File: src/hdl/chromosome_name_to_code_assert.svh
// Assertion macros for the chromosome name to code block.
`ifndef CHROMOSOME_NAME_TO_CODE_ASSERT_SVH
`define CHROMOSOME_NAME_TO_CODE_ASSERT_SVH

`ifndef SYNTHESIS

// Check that cons holds in the same cycle as ante.
`define CTN_ASSERT_SAME(label, ante, cons) \
  label: assert property (@(posedge clk) disable iff (!rst_n) (ante) |-> (cons)) \
    else $error("assertion failed in chromosome name to code block");

// Check that cons holds in the cycle after ante.
`define CTN_ASSERT_NEXT(label, ante, cons) \
  label: assert property (@(posedge clk) disable iff (!rst_n) (ante) |=> (cons)) \
    else $error("assertion failed in chromosome name to code block");

`else

`define CTN_ASSERT_SAME(label, ante, cons)
`define CTN_ASSERT_NEXT(label, ante, cons)

`endif

`endif

File: src/hdl/ctn_pkg.sv
// Types, character codes and keyword tables of the chromosome name parser.
package ctn_pkg;

  localparam int unsigned CHAR_W  = 8;
  localparam int unsigned CODE_W  = 5;
  localparam int unsigned VALUE_W = 17;
  localparam int unsigned ACC_W   = 21;
  localparam int unsigned KPOS_W  = 3;
  localparam int unsigned FCNT_W  = 3;

  localparam logic [VALUE_W-1:0] VALUE_CAP   = 17'd131071;
  localparam logic [VALUE_W-1:0] VALUE_NC_MT = 17'd12920;

  localparam logic [CODE_W-1:0] CODE_NONE = 5'd0;
  localparam logic [CODE_W-1:0] CODE_X    = 5'd23;
  localparam logic [CODE_W-1:0] CODE_Y    = 5'd24;
  localparam logic [CODE_W-1:0] CODE_MT   = 5'd25;

  localparam logic [CHAR_W-1:0] CH_SPACE = 8'h20;
  localparam logic [CHAR_W-1:0] CH_TAB   = 8'h09;
  localparam logic [CHAR_W-1:0] CH_CR    = 8'h0D;
  localparam logic [CHAR_W-1:0] CH_PLUS  = 8'h2B;
  localparam logic [CHAR_W-1:0] CH_MINUS = 8'h2D;
  localparam logic [CHAR_W-1:0] CH_ZERO  = 8'h30;
  localparam logic [CHAR_W-1:0] CH_NINE  = 8'h39;
  localparam logic [CHAR_W-1:0] CH_UP_A  = 8'h41;
  localparam logic [CHAR_W-1:0] CH_UP_Z  = 8'h5A;
  localparam logic [CHAR_W-1:0] CH_LC_A  = 8'h61;
  localparam logic [CHAR_W-1:0] CH_LC_C  = 8'h63;
  localparam logic [CHAR_W-1:0] CH_LC_D  = 8'h64;
  localparam logic [CHAR_W-1:0] CH_LC_H  = 8'h68;
  localparam logic [CHAR_W-1:0] CH_LC_M  = 8'h6D;
  localparam logic [CHAR_W-1:0] CH_LC_N  = 8'h6E;
  localparam logic [CHAR_W-1:0] CH_LC_R  = 8'h72;
  localparam logic [CHAR_W-1:0] CH_LC_T  = 8'h74;
  localparam logic [CHAR_W-1:0] CH_LC_X  = 8'h78;
  localparam logic [CHAR_W-1:0] CH_LC_Y  = 8'h79;
  localparam logic [CHAR_W-1:0] CH_UNDER = 8'h5F;

  localparam logic [KPOS_W-1:0] KW_SHORT_LEN = 3'd3;
  localparam logic [KPOS_W-1:0] KW_MT_LEN    = 3'd5;
  localparam logic [FCNT_W-1:0] NC_FIELD_LEN = 3'd6;

  typedef enum logic [3:0] {
    PH_LEAD      = 4'd0,
    PH_AFTER_CHR = 4'd1,
    PH_CHR_KW    = 4'd2,
    PH_NC_KW     = 4'd3,
    PH_NC_SKIP   = 4'd4,
    PH_NC_NUM    = 4'd5,
    PH_NC_DONE   = 4'd6,
    PH_NUM       = 4'd7,
    PH_X         = 4'd8,
    PH_Y         = 4'd9,
    PH_M         = 4'd10
  } ctn_phase_t;

  typedef struct packed {
    logic [CHAR_W-1:0] ch;
    logic              has_char;
    logic              last;
  } ctn_beat_t;

  typedef struct packed {
    logic [CODE_W-1:0] code;
    logic              valid_res;
  } ctn_res_t;

  function automatic logic [CHAR_W-1:0] ctn_to_lower(logic [CHAR_W-1:0] c);
    ctn_to_lower = (c >= CH_UP_A && c <= CH_UP_Z) ? (c + (CH_LC_A - CH_UP_A)) : c;
  endfunction

  function automatic logic [CHAR_W-1:0] ctn_kw_chr(logic [KPOS_W-1:0] pos);
    case (pos)
      3'd0:    ctn_kw_chr = CH_LC_C;
      3'd1:    ctn_kw_chr = CH_LC_H;
      3'd2:    ctn_kw_chr = CH_LC_R;
      default: ctn_kw_chr = '0;
    endcase
  endfunction

  function automatic logic [CHAR_W-1:0] ctn_kw_nc(logic [KPOS_W-1:0] pos);
    case (pos)
      3'd0:    ctn_kw_nc = CH_LC_N;
      3'd1:    ctn_kw_nc = CH_LC_C;
      3'd2:    ctn_kw_nc = CH_UNDER;
      default: ctn_kw_nc = '0;
    endcase
  endfunction

  function automatic logic [CHAR_W-1:0] ctn_kw_mt(logic [KPOS_W-1:0] pos);
    case (pos)
      3'd0:    ctn_kw_mt = CH_LC_M;
      3'd1:    ctn_kw_mt = CH_LC_T;
      3'd2:    ctn_kw_mt = CH_LC_D;
      3'd3:    ctn_kw_mt = CH_LC_N;
      3'd4:    ctn_kw_mt = CH_LC_A;
      default: ctn_kw_mt = '0;
    endcase
  endfunction

endpackage

File: src/hdl/chromosome_name_to_code.sv
// Top level of the chromosome name to code parser.
//
//   chan  dir  handshake             fields
//   in    in   in_valid, in_stall    in_ch, in_has_char, in_last
//   out   out  out_valid, out_stall  out_code, out_valid_res
//
// One beat enters per cycle while in_stall is low; the per-character state update is
// combinational logic between the input register and the parser state.
// A result is loaded into the output register when its last beat leaves the input register.
// Synchronous reset clears the parser state and both valid flags.
// A held result stalls the input only when the waiting beat ends a token.
module chromosome_name_to_code (
  input  logic                        clk,
  input  logic                        rst_n,
  input  logic                        in_valid,
  output logic                        in_stall,
  input  logic [ctn_pkg::CHAR_W-1:0]  in_ch,
  input  logic                        in_has_char,
  input  logic                        in_last,
  output logic                        out_valid,
  input  logic                        out_stall,
  output logic [ctn_pkg::CODE_W-1:0]  out_code,
  output logic                        out_valid_res
);
  import ctn_pkg::*;

  ctn_beat_t in_beat;
  ctn_beat_t s1_beat;
  ctn_res_t  res;
  logic      s1_valid;
  logic      s1_go;
  logic      can_load;

  assign in_beat.ch       = in_ch;
  assign in_beat.has_char = in_has_char;
  assign in_beat.last     = in_last;

  assign s1_go = s1_valid && (!s1_beat.last || can_load);

  ctn_in_stage u_in (
    .clk      (clk),
    .rst_n    (rst_n),
    .in_valid (in_valid),
    .in_stall (in_stall),
    .in_beat  (in_beat),
    .s1_valid (s1_valid),
    .s1_beat  (s1_beat),
    .s1_go    (s1_go)
  );

  ctn_parser u_parser (
    .clk   (clk),
    .rst_n (rst_n),
    .go    (s1_go),
    .beat  (s1_beat),
    .res   (res)
  );

  ctn_out_stage u_out (
    .clk           (clk),
    .rst_n         (rst_n),
    .load          (s1_go && s1_beat.last),
    .res           (res),
    .can_load      (can_load),
    .out_valid     (out_valid),
    .out_stall     (out_stall),
    .out_code      (out_code),
    .out_valid_res (out_valid_res)
  );

endmodule

File: src/hdl/ctn_in_stage.sv
// Input register stage: holds one accepted beat until the parser takes it.
module ctn_in_stage (
  input  logic                clk,
  input  logic                rst_n,
  input  logic                in_valid,
  output logic                in_stall,
  input  ctn_pkg::ctn_beat_t  in_beat,
  output logic                s1_valid,
  output ctn_pkg::ctn_beat_t  s1_beat,
  input  logic                s1_go
);
  import ctn_pkg::*;

  logic      s1_valid_r;
  logic      s1_valid_nxt;
  ctn_beat_t s1_beat_r;
  logic      load;

  assign in_stall = s1_valid_r && !s1_go;
  assign load     = in_valid && !in_stall;

  always_comb begin
    if (load) begin
      s1_valid_nxt = 1'b1;
    end else if (s1_go) begin
      s1_valid_nxt = 1'b0;
    end else begin
      s1_valid_nxt = s1_valid_r;
    end
  end

  always_ff @(posedge clk) begin
    if (!rst_n) begin
      s1_valid_r <= 1'b0;
    end else begin
      s1_valid_r <= s1_valid_nxt;
    end
  end

  always_ff @(posedge clk) begin
    if (load) begin
      s1_beat_r <= in_beat;
    end
  end

  assign s1_valid = s1_valid_r;
  assign s1_beat  = s1_beat_r;

endmodule

File: src/hdl/ctn_parser.sv
// Token parser: per-character state update and the code of a finished token.
module ctn_parser (
  input  logic               clk,
  input  logic               rst_n,
  input  logic               go,
  input  ctn_pkg::ctn_beat_t beat,
  output ctn_pkg::ctn_res_t  res
);
  import ctn_pkg::*;

  `include "chromosome_name_to_code_assert.svh"

  ctn_phase_t         phase_r, phase_nxt;
  logic [KPOS_W-1:0]  kpos_r, kpos_nxt;
  logic [VALUE_W-1:0] value_r, value_nxt;
  logic [FCNT_W-1:0]  fcnt_r, fcnt_nxt;
  logic               neg_r, neg_nxt;
  logic               blank_r, blank_nxt;
  logic               failed_r, failed_nxt;

  logic [CHAR_W-1:0]  c;
  logic [CHAR_W-1:0]  lc;
  logic               is_sp_tab;
  logic               is_blank;
  logic               is_digit;
  logic               is_sign;
  logic [ACC_W-1:0]   acc;
  logic [VALUE_W-1:0] digit_value;
  logic [CODE_W-1:0]  code;

  assign c         = beat.ch;
  assign lc        = ctn_to_lower(c);
  assign is_sp_tab = (c == CH_SPACE) || (c == CH_TAB);
  assign is_blank  = is_sp_tab || (c == CH_CR);
  assign is_digit  = (c >= CH_ZERO) && (c <= CH_NINE);
  assign is_sign   = (c == CH_PLUS) || (c == CH_MINUS);

  assign acc = ({{(ACC_W-VALUE_W){1'b0}}, value_r} << 3)
             + ({{(ACC_W-VALUE_W){1'b0}}, value_r} << 1)
             + {{(ACC_W-4){1'b0}}, c[3:0]};
  assign digit_value = (acc > {{(ACC_W-VALUE_W){1'b0}}, VALUE_CAP}) ? VALUE_CAP
                                                                    : acc[VALUE_W-1:0];

  // next state: consume one character
  always_comb begin
    phase_nxt  = phase_r;
    kpos_nxt   = kpos_r;
    value_nxt  = value_r;
    fcnt_nxt   = fcnt_r;
    neg_nxt    = neg_r;
    blank_nxt  = blank_r;
    failed_nxt = failed_r;
    if (beat.has_char && !failed_r) begin
      case (phase_r)
        PH_LEAD, PH_AFTER_CHR: begin
          if (!is_sp_tab) begin
            if (lc == CH_LC_C && phase_r == PH_LEAD) begin
              phase_nxt = PH_CHR_KW;
              kpos_nxt  = 3'd1;
            end else if (lc == CH_LC_N) begin
              phase_nxt = PH_NC_KW;
              kpos_nxt  = 3'd1;
            end else if (lc == CH_LC_X) begin
              phase_nxt = PH_X;
            end else if (lc == CH_LC_Y) begin
              phase_nxt = PH_Y;
            end else if (lc == CH_LC_M) begin
              phase_nxt = PH_M;
              kpos_nxt  = 3'd1;
            end else if (is_sign) begin
              phase_nxt = PH_NUM;
              neg_nxt   = (c == CH_MINUS);
              kpos_nxt  = 3'd0;
            end else if (is_digit) begin
              phase_nxt = PH_NUM;
              value_nxt = digit_value;
              kpos_nxt  = 3'd1;
            end else begin
              failed_nxt = 1'b1;
            end
          end
        end
        PH_CHR_KW: begin
          if (kpos_r < KW_SHORT_LEN && lc == ctn_kw_chr(kpos_r)) begin
            if (kpos_r == KW_SHORT_LEN - 3'd1) begin
              phase_nxt = PH_AFTER_CHR;
              kpos_nxt  = 3'd0;
            end else begin
              kpos_nxt = kpos_r + 3'd1;
            end
          end else begin
            failed_nxt = 1'b1;
          end
        end
        PH_NC_KW: begin
          if (kpos_r < KW_SHORT_LEN && lc == ctn_kw_nc(kpos_r)) begin
            if (kpos_r == KW_SHORT_LEN - 3'd1) begin
              phase_nxt = PH_NC_SKIP;
              kpos_nxt  = 3'd0;
            end else begin
              kpos_nxt = kpos_r + 3'd1;
            end
          end else begin
            failed_nxt = 1'b1;
          end
        end
        PH_NC_SKIP: begin
          if (!is_sp_tab) begin
            if (is_sign) begin
              neg_nxt   = (c == CH_MINUS);
              fcnt_nxt  = 3'd1;
              phase_nxt = PH_NC_NUM;
            end else if (is_digit) begin
              value_nxt = digit_value;
              kpos_nxt  = 3'd1;
              fcnt_nxt  = 3'd1;
              phase_nxt = PH_NC_NUM;
            end else begin
              failed_nxt = 1'b1;
            end
          end
        end
        PH_NC_NUM: begin
          if (is_blank) begin
            blank_nxt = 1'b1;
          end else if (blank_r || !is_digit) begin
            failed_nxt = 1'b1;
          end else begin
            value_nxt = digit_value;
            kpos_nxt  = 3'd1;
          end
          fcnt_nxt = fcnt_r + 3'd1;
          if (fcnt_r >= NC_FIELD_LEN - 3'd1) begin
            phase_nxt = PH_NC_DONE;
          end
        end
        PH_NC_DONE: begin
          if (!is_blank) begin
            blank_nxt = 1'b0;
          end
        end
        PH_NUM: begin
          if (is_blank) begin
            blank_nxt = 1'b1;
          end else if (blank_r || !is_digit) begin
            failed_nxt = 1'b1;
          end else begin
            value_nxt = digit_value;
            kpos_nxt  = 3'd1;
          end
        end
        PH_X, PH_Y: begin
          if (!is_blank) begin
            failed_nxt = 1'b1;
          end
        end
        PH_M: begin
          if (is_blank) begin
            blank_nxt = 1'b1;
          end else if (blank_r || kpos_r >= KW_MT_LEN || lc != ctn_kw_mt(kpos_r)) begin
            failed_nxt = 1'b1;
          end else begin
            kpos_nxt = kpos_r + 3'd1;
          end
        end
        default: begin
          failed_nxt = 1'b1;
        end
      endcase
    end
  end

  // outputs: code of the token as it stands after this character
  always_comb begin
    code = CODE_NONE;
    if (!failed_nxt) begin
      case (phase_nxt)
        PH_NC_DONE: begin
          if (!(blank_nxt || kpos_nxt == 3'd0 || neg_nxt)) begin
            if (value_nxt >= 17'd1 && value_nxt <= 17'd24) begin
              code = value_nxt[CODE_W-1:0];
            end else if (value_nxt == VALUE_NC_MT) begin
              code = CODE_MT;
            end
          end
        end
        PH_NUM: begin
          if (kpos_nxt != 3'd0 && !neg_nxt && value_nxt >= 17'd1 && value_nxt <= 17'd25) begin
            code = value_nxt[CODE_W-1:0];
          end
        end
        PH_X: code = CODE_X;
        PH_Y: code = CODE_Y;
        PH_M: begin
          if (kpos_nxt == 3'd1 || kpos_nxt == 3'd2 || kpos_nxt == KW_MT_LEN) begin
            code = CODE_MT;
          end
        end
        default: code = CODE_NONE;
      endcase
    end
  end

  assign res.code      = code;
  assign res.valid_res = (code != CODE_NONE);

  always_ff @(posedge clk) begin
    if (!rst_n || (go && beat.last)) begin
      phase_r  <= PH_LEAD;
      kpos_r   <= '0;
      value_r  <= '0;
      fcnt_r   <= '0;
      neg_r    <= 1'b0;
      blank_r  <= 1'b0;
      failed_r <= 1'b0;
    end else if (go) begin
      phase_r  <= phase_nxt;
      kpos_r   <= kpos_nxt;
      value_r  <= value_nxt;
      fcnt_r   <= fcnt_nxt;
      neg_r    <= neg_nxt;
      blank_r  <= blank_nxt;
      failed_r <= failed_nxt;
    end
  end

  `CTN_ASSERT_NEXT(a_clear_after_last, go && beat.last, phase_r == PH_LEAD && !failed_r && value_r == '0)
  `CTN_ASSERT_NEXT(a_failed_freezes, go && !beat.last && failed_r, failed_r && $stable(phase_r) && $stable(value_r))
  `CTN_ASSERT_SAME(a_code_range, go && beat.last, code <= CODE_MT)
  `CTN_ASSERT_SAME(a_failed_no_code, failed_nxt, code == CODE_NONE)

endmodule

File: src/hdl/ctn_out_stage.sv
// Result register: holds one result beat until the receiver takes it.
module ctn_out_stage (
  input  logic                        clk,
  input  logic                        rst_n,
  input  logic                        load,
  input  ctn_pkg::ctn_res_t           res,
  output logic                        can_load,
  output logic                        out_valid,
  input  logic                        out_stall,
  output logic [ctn_pkg::CODE_W-1:0]  out_code,
  output logic                        out_valid_res
);
  import ctn_pkg::*;

  logic     out_valid_r;
  logic     out_valid_nxt;
  ctn_res_t res_r;

  assign can_load = !out_valid_r || !out_stall;

  always_comb begin
    if (load) begin
      out_valid_nxt = 1'b1;
    end else if (!out_stall) begin
      out_valid_nxt = 1'b0;
    end else begin
      out_valid_nxt = out_valid_r;
    end
  end

  always_ff @(posedge clk) begin
    if (!rst_n) begin
      out_valid_r <= 1'b0;
    end else begin
      out_valid_r <= out_valid_nxt;
    end
  end

  always_ff @(posedge clk) begin
    if (load) begin
      res_r <= res;
    end
  end

  assign out_valid     = out_valid_r;
  assign out_code      = res_r.code;
  assign out_valid_res = res_r.valid_res;

endmodule
File: config.mk
export PLATFORM = sky130hd
export DESIGN_NAME = chromosome_name_to_code
export DESIGN_NICKNAME = d
export VERILOG_FILES = /design/src/hdl/ctn_pkg.sv /design/src/hdl/chromosome_name_to_code.sv /design/src/hdl/ctn_in_stage.sv /design/src/hdl/ctn_parser.sv /design/src/hdl/ctn_out_stage.sv
export VERILOG_INCLUDE_DIRS = /design/src /design/src/hdl
export SDC_FILE = /design/constraint.sdc
export NUM_CORES = 1
export LEC_CHECK = 0
export BUFFER_PORTS_ARGS = -buffer_cell sky130_fd_sc_hd__buf_2
export CAP_MARGIN = 25
export CORE_MARGIN = 5
export CORE_UTILIZATION = 45
export CTS_CLUSTER_SIZE = 16
export DETAILED_ROUTE_END_ITERATION = 7
export GPL_ROUTABILITY_DRIVEN = 0
export GPL_TIMING_DRIVEN = 1
export PLACE_DENSITY = 0.61
export SLEW_MARGIN = 20
export SYNTH_ARGS = -nofsm -noshare
export SYNTH_HDL_FRONTEND = slang
export SYNTH_SLANG_ARGS = --single-unit
export TNS_END_PERCENT = 5
File: constraint.sdc
create_clock -name clk -period 5.75 [get_ports clk]
set_input_delay 0.2875 -clock clk [delete_from_list [all_inputs] [get_ports clk]]
set_output_delay 0.2875 -clock clk [all_outputs]
set_load 0.01 [all_outputs]
==> flow_summary.yaml <==
status:
  status: "finished clean"
logic_synthesis:
  synth-edff-count: 16
  post_synth_most_frequent_cells: "sky130_fd_sc_hd__nand2_1 (74), sky130_fd_sc_hd__nor2_1 (67), sky130_fd_sc_hd__a21oi_1 (65), sky130_fd_sc_hd__ha_1 (43), sky130_fd_sc_hd__o21ai_0 (33)"
  flops_latches_synth: 48
  dominantRegCellSynth: "sky130_fd_sc_hd__dfxtp_1"
  syn-mean-instance-area_um2: 7.591
  postSynthNetCount: 759
  yosysWarnings: 0
  async_reset_ff_frac: 0
  synth_top_area_cell: "sky130_fd_sc_hd__dfxtp_1"
  yosysMostFrequentCell: "sky130_fd_sc_hd__nand2_1"
  netlist_instances: 700
  synth_top_area_share: 0.1206
  synthDistinctLibCells: 92
  yosysSeqAreaShare: 0.2110
  synth.area.top_cells: "sky130_fd_sc_hd__dfxtp_1 (12%), sky130_fd_sc_hd__ha_1 (10%), sky130_fd_sc_hd__edfxtp_1 (9.0%)"
  syn-cell-area_um2: 5314
detailed_routing:
  finalWirelength_mm: 15.54
  detailed_route_via_count: 5480
  drt_pre_antenna_iters: 5
  route.antenna.remaining_nets: 0
  top_layer_used: "met4"
  detailroute.wirelength.met3_mm: 1.148
  vias_per_cell: 6.516
  detailedRoute.firstIterationViolations: 546
  drc: 0
  wire_length_per_cell_after_detailed_routing_um: 18.48
  amount_of_wire_on_met2_after_detailed_routing_mm: 6.644
  routedLengthMet1_mm: 7.447
cts:
  clock_sinks: 48
  clk_path_buf_depth: 2
  cts_hold_repair.buffers: 0
  clkLatencyLatePin_ps: 300
  tritoncts.num_buffers: 5
  clock_tree.root_cell: "sky130_fd_sc_hd__clkbuf_16"
  post_cts_resize_count: 0
  clkSlewWorstSetupHoldPaths_ps: 60
  tritoncts: "yes"
  post-cts-setup-buffer-count: 0
  htree_num_levels: 2
floorplanning:
  floorplan.die.height_um: 118.7
  die_width_um: 118.7
  io_pins: 22
  fp.coreArea_um2: 11520
  std_cell_rows: 39
  initial_core_util: 0.4614
  die_area_um2: 14080
sta:
  tns_ps: 0
  slew_headroom: 0.4066
  finalSetupViolCount: 0
  fin_worst_skew_ps: 13.72
  hold_violations: 0
  actual_slew_at_the_worst_max_slew_pin_ps: 890.1
  rsz_0062_raised_after_global_routing: "no"
  layout_setup_ws_ps: 715.5
  final-max-slew-violation-count: 0
  layout_min_cycle_time_ps: 5035
  timing.fmax_mhz: 198.6
  final_min_period_over_clock_period: 0.8756
layout:
  final_stage_net_count: 756
  final_layout_size_suffix_gt1_frac: 0.08309
  antenna_cells_inserted: 0
  area_growth_syn_to_layout_pct: 5.792
worst_setup_path:
  critical_path.endpoint_type: "register"
  worstPathArrival_ps: 5200
  crit_start: "u_in.s1_beat[5]"
  cp.required_ps: 5910
  criticalPathCategory: "register to register"
  crit-reg2reg-launch: "u_in.s1_beat[5]"
  crit_path_max_fanout: 20
  setup.worst_path.start_class: "register"
worst_hold_path:
  worstHoldStart: "in_ch[6]"
  worstHoldPathType: "input port to register"
global_routing:
  antenna_found_initial: 0
  grtUsageTotal: 0.2182
  grt_pass1_wl_mm: 25.70
  global_route.overflow_total: 0
  first_global_vias: 5113
  grt_max_degree: 31
placement:
  post-place-ws_ps: 857.3
  portBuffers: 21
  dp.final_hpwl_mm: 11.86
flow_run:
  drv_cap: 0
power:
  pwr_density_cell_nw_per_um2: 155.2
  max-vdd-ir-drop_uv: 140.3
  total_leakage_power_nw: 2.197
power breakdown:
part | total, mW | internal (mW) | switching [mW]
Sequential | 0.384 | 0.361 | 0.0227
Combinational | 0.199 | 0.0749 | 0.124
Clock | 0.290 | 0.166 | 0.124
sequential cells by signal, summed over array words and instances (netlist names):
signal / count
u_out.out_valid_res: 1
u_parser.value_r: 17
u_parser.kpos_r: 3
u_parser.failed_r: 1
u_in.s1_valid: 1
u_parser.fcnt_r: 3
u_in.s1_beat: 10
u_parser.neg_r: 1
u_parser.phase_r: 4
u_parser.blank_r: 1
u_out.out_valid: 1
u_out.out_code: 5
cell usage in the layout, fill, tap and decap left out, types with 6 or more instances in the layout:
cell type	Yosys	layout
sky130_fd_sc_hd__a22oi_1	6	6
sky130_fd_sc_hd__nor3_1	23	23
sky130_fd_sc_hd__or4_1	7	7
sky130_fd_sc_hd__o21ai_1	7	7
sky130_fd_sc_hd__xnor2_1	10	10
sky130_fd_sc_hd__nor2_1	67	67
sky130_fd_sc_hd__o31ai_1	6	6
sky130_fd_sc_hd__inv_1	22	22
sky130_fd_sc_hd__xor2_1	11	11
sky130_fd_sc_hd__nand2b_1	18	18
sky130_fd_sc_hd__buf_2	6	21
sky130_fd_sc_hd__nor2b_1	12	12
sky130_fd_sc_hd__o211ai_1	10	10
sky130_fd_sc_hd__edfxtp_1	16	16
sky130_fd_sc_hd__a211oi_1	17	17
sky130_fd_sc_hd__mux2i_1	7	7
sky130_fd_sc_hd__o21a_1	6	6
sky130_fd_sc_hd__nand4_1	11	11
sky130_fd_sc_hd__or3_1	8	8
sky130_fd_sc_hd__dfxtp_1	32	32
sky130_fd_sc_hd__o21ai_0	33	33
sky130_fd_sc_hd__ha_1	43	43
sky130_fd_sc_hd__nand3_1	22	22
sky130_fd_sc_hd__a21o_1	8	8
sky130_fd_sc_hd__nor4_1	7	7
sky130_fd_sc_hd__nand2_1	74	73
sky130_fd_sc_hd__nor3b_1	7	7
sky130_fd_sc_hd__a21oi_1	65	65
sky130_fd_sc_hd__a31oi_1	7	7
critical path, cell delays in order (launching register included):
cell,delay (ps)
sky130_fd_sc_hd__edfxtp_1,320
sky130_fd_sc_hd__buf_4,210
sky130_fd_sc_hd__inv_1,120
sky130_fd_sc_hd__fa_1,540
sky130_fd_sc_hd__inv_1,70
sky130_fd_sc_hd__fa_1,470
sky130_fd_sc_hd__a211oi_1,310
sky130_fd_sc_hd__o211ai_1,150
sky130_fd_sc_hd__a21oi_1,250
sky130_fd_sc_hd__mux2i_1,220
sky130_fd_sc_hd__nand4_1,150
sky130_fd_sc_hd__or3_1,420
sky130_fd_sc_hd__buf_4,220
sky130_fd_sc_hd__o41ai_1,590
sky130_fd_sc_hd__nand4_1,190
sky130_fd_sc_hd__a21oi_2,230
sky130_fd_sc_hd__o211ai_2,130
sky130_fd_sc_hd__o22ai_1,170
sky130_fd_sc_hd__or4_1,130
through the flow:
stage	util	instance area (um2)	hold slack [ps]	std cells	power (mW)
4_1_cts	0.4879	5619	156.1	841	0.8767
5_1_grt	0.4882	5622	152.6	841	0.9171
3_3_place_gp	0.4757	5478	464.2	833	0.5812
2_1_floorplan	-	5314	386.4	700	0.5339
3_5_place_dp	0.4757	5478	466.0	833	0.5843
6_report	0.4882	5622	164.8	841	0.8722
routing by layer:
metal,global-route usage,vias to the layer above
met1,0.3176,2601
li1,-,2632
met5,0,-
met4,0.06879,0
met2,0.3226,223
met3,0.04489,24
area by class of cell:
cell class              count  area, um2
well taps                 143      178.9
inverters                  22      82.58
repair buffers             25      135.1
multi-input cells         595       3963
clock inverters             1      5.005
flip-flops and latches     48       1121
fillers                  1166       5894
clock buffers               7      136.4
cell families (layout without fill, tap and decap cells):
logic type | after synthesis | after routing | synth area share
AOI/OAI and AO/OA | 228 | 228 | 0.2976
xor gates and xnor gates | 21 | 21 | 0.03461
adders and majority gates | 45 | 45 | 0.1088
buffers and inverters | 57 | 55 | 0.04380
DFF | 48 | 48 | 0.2110
muxes | 8 | 8 | 0.01531
and+or+nand+nor | 293 | 293 | 0.2889
worst paths after layout:
| kind | to | slack (ps) | depth (start not counted) |
|---|---|---|---|
| min | u_in.s1_beat[8] | 160 | 1 |
| min reg2reg | u_out.out_valid | 480 | 2 |
| max | u_out.out_valid_res | 720 | 18 |
| max reg2reg | u_out.out_valid_res | 720 | 18 |
Note: power is estimated with default switching activity, not from simulation.
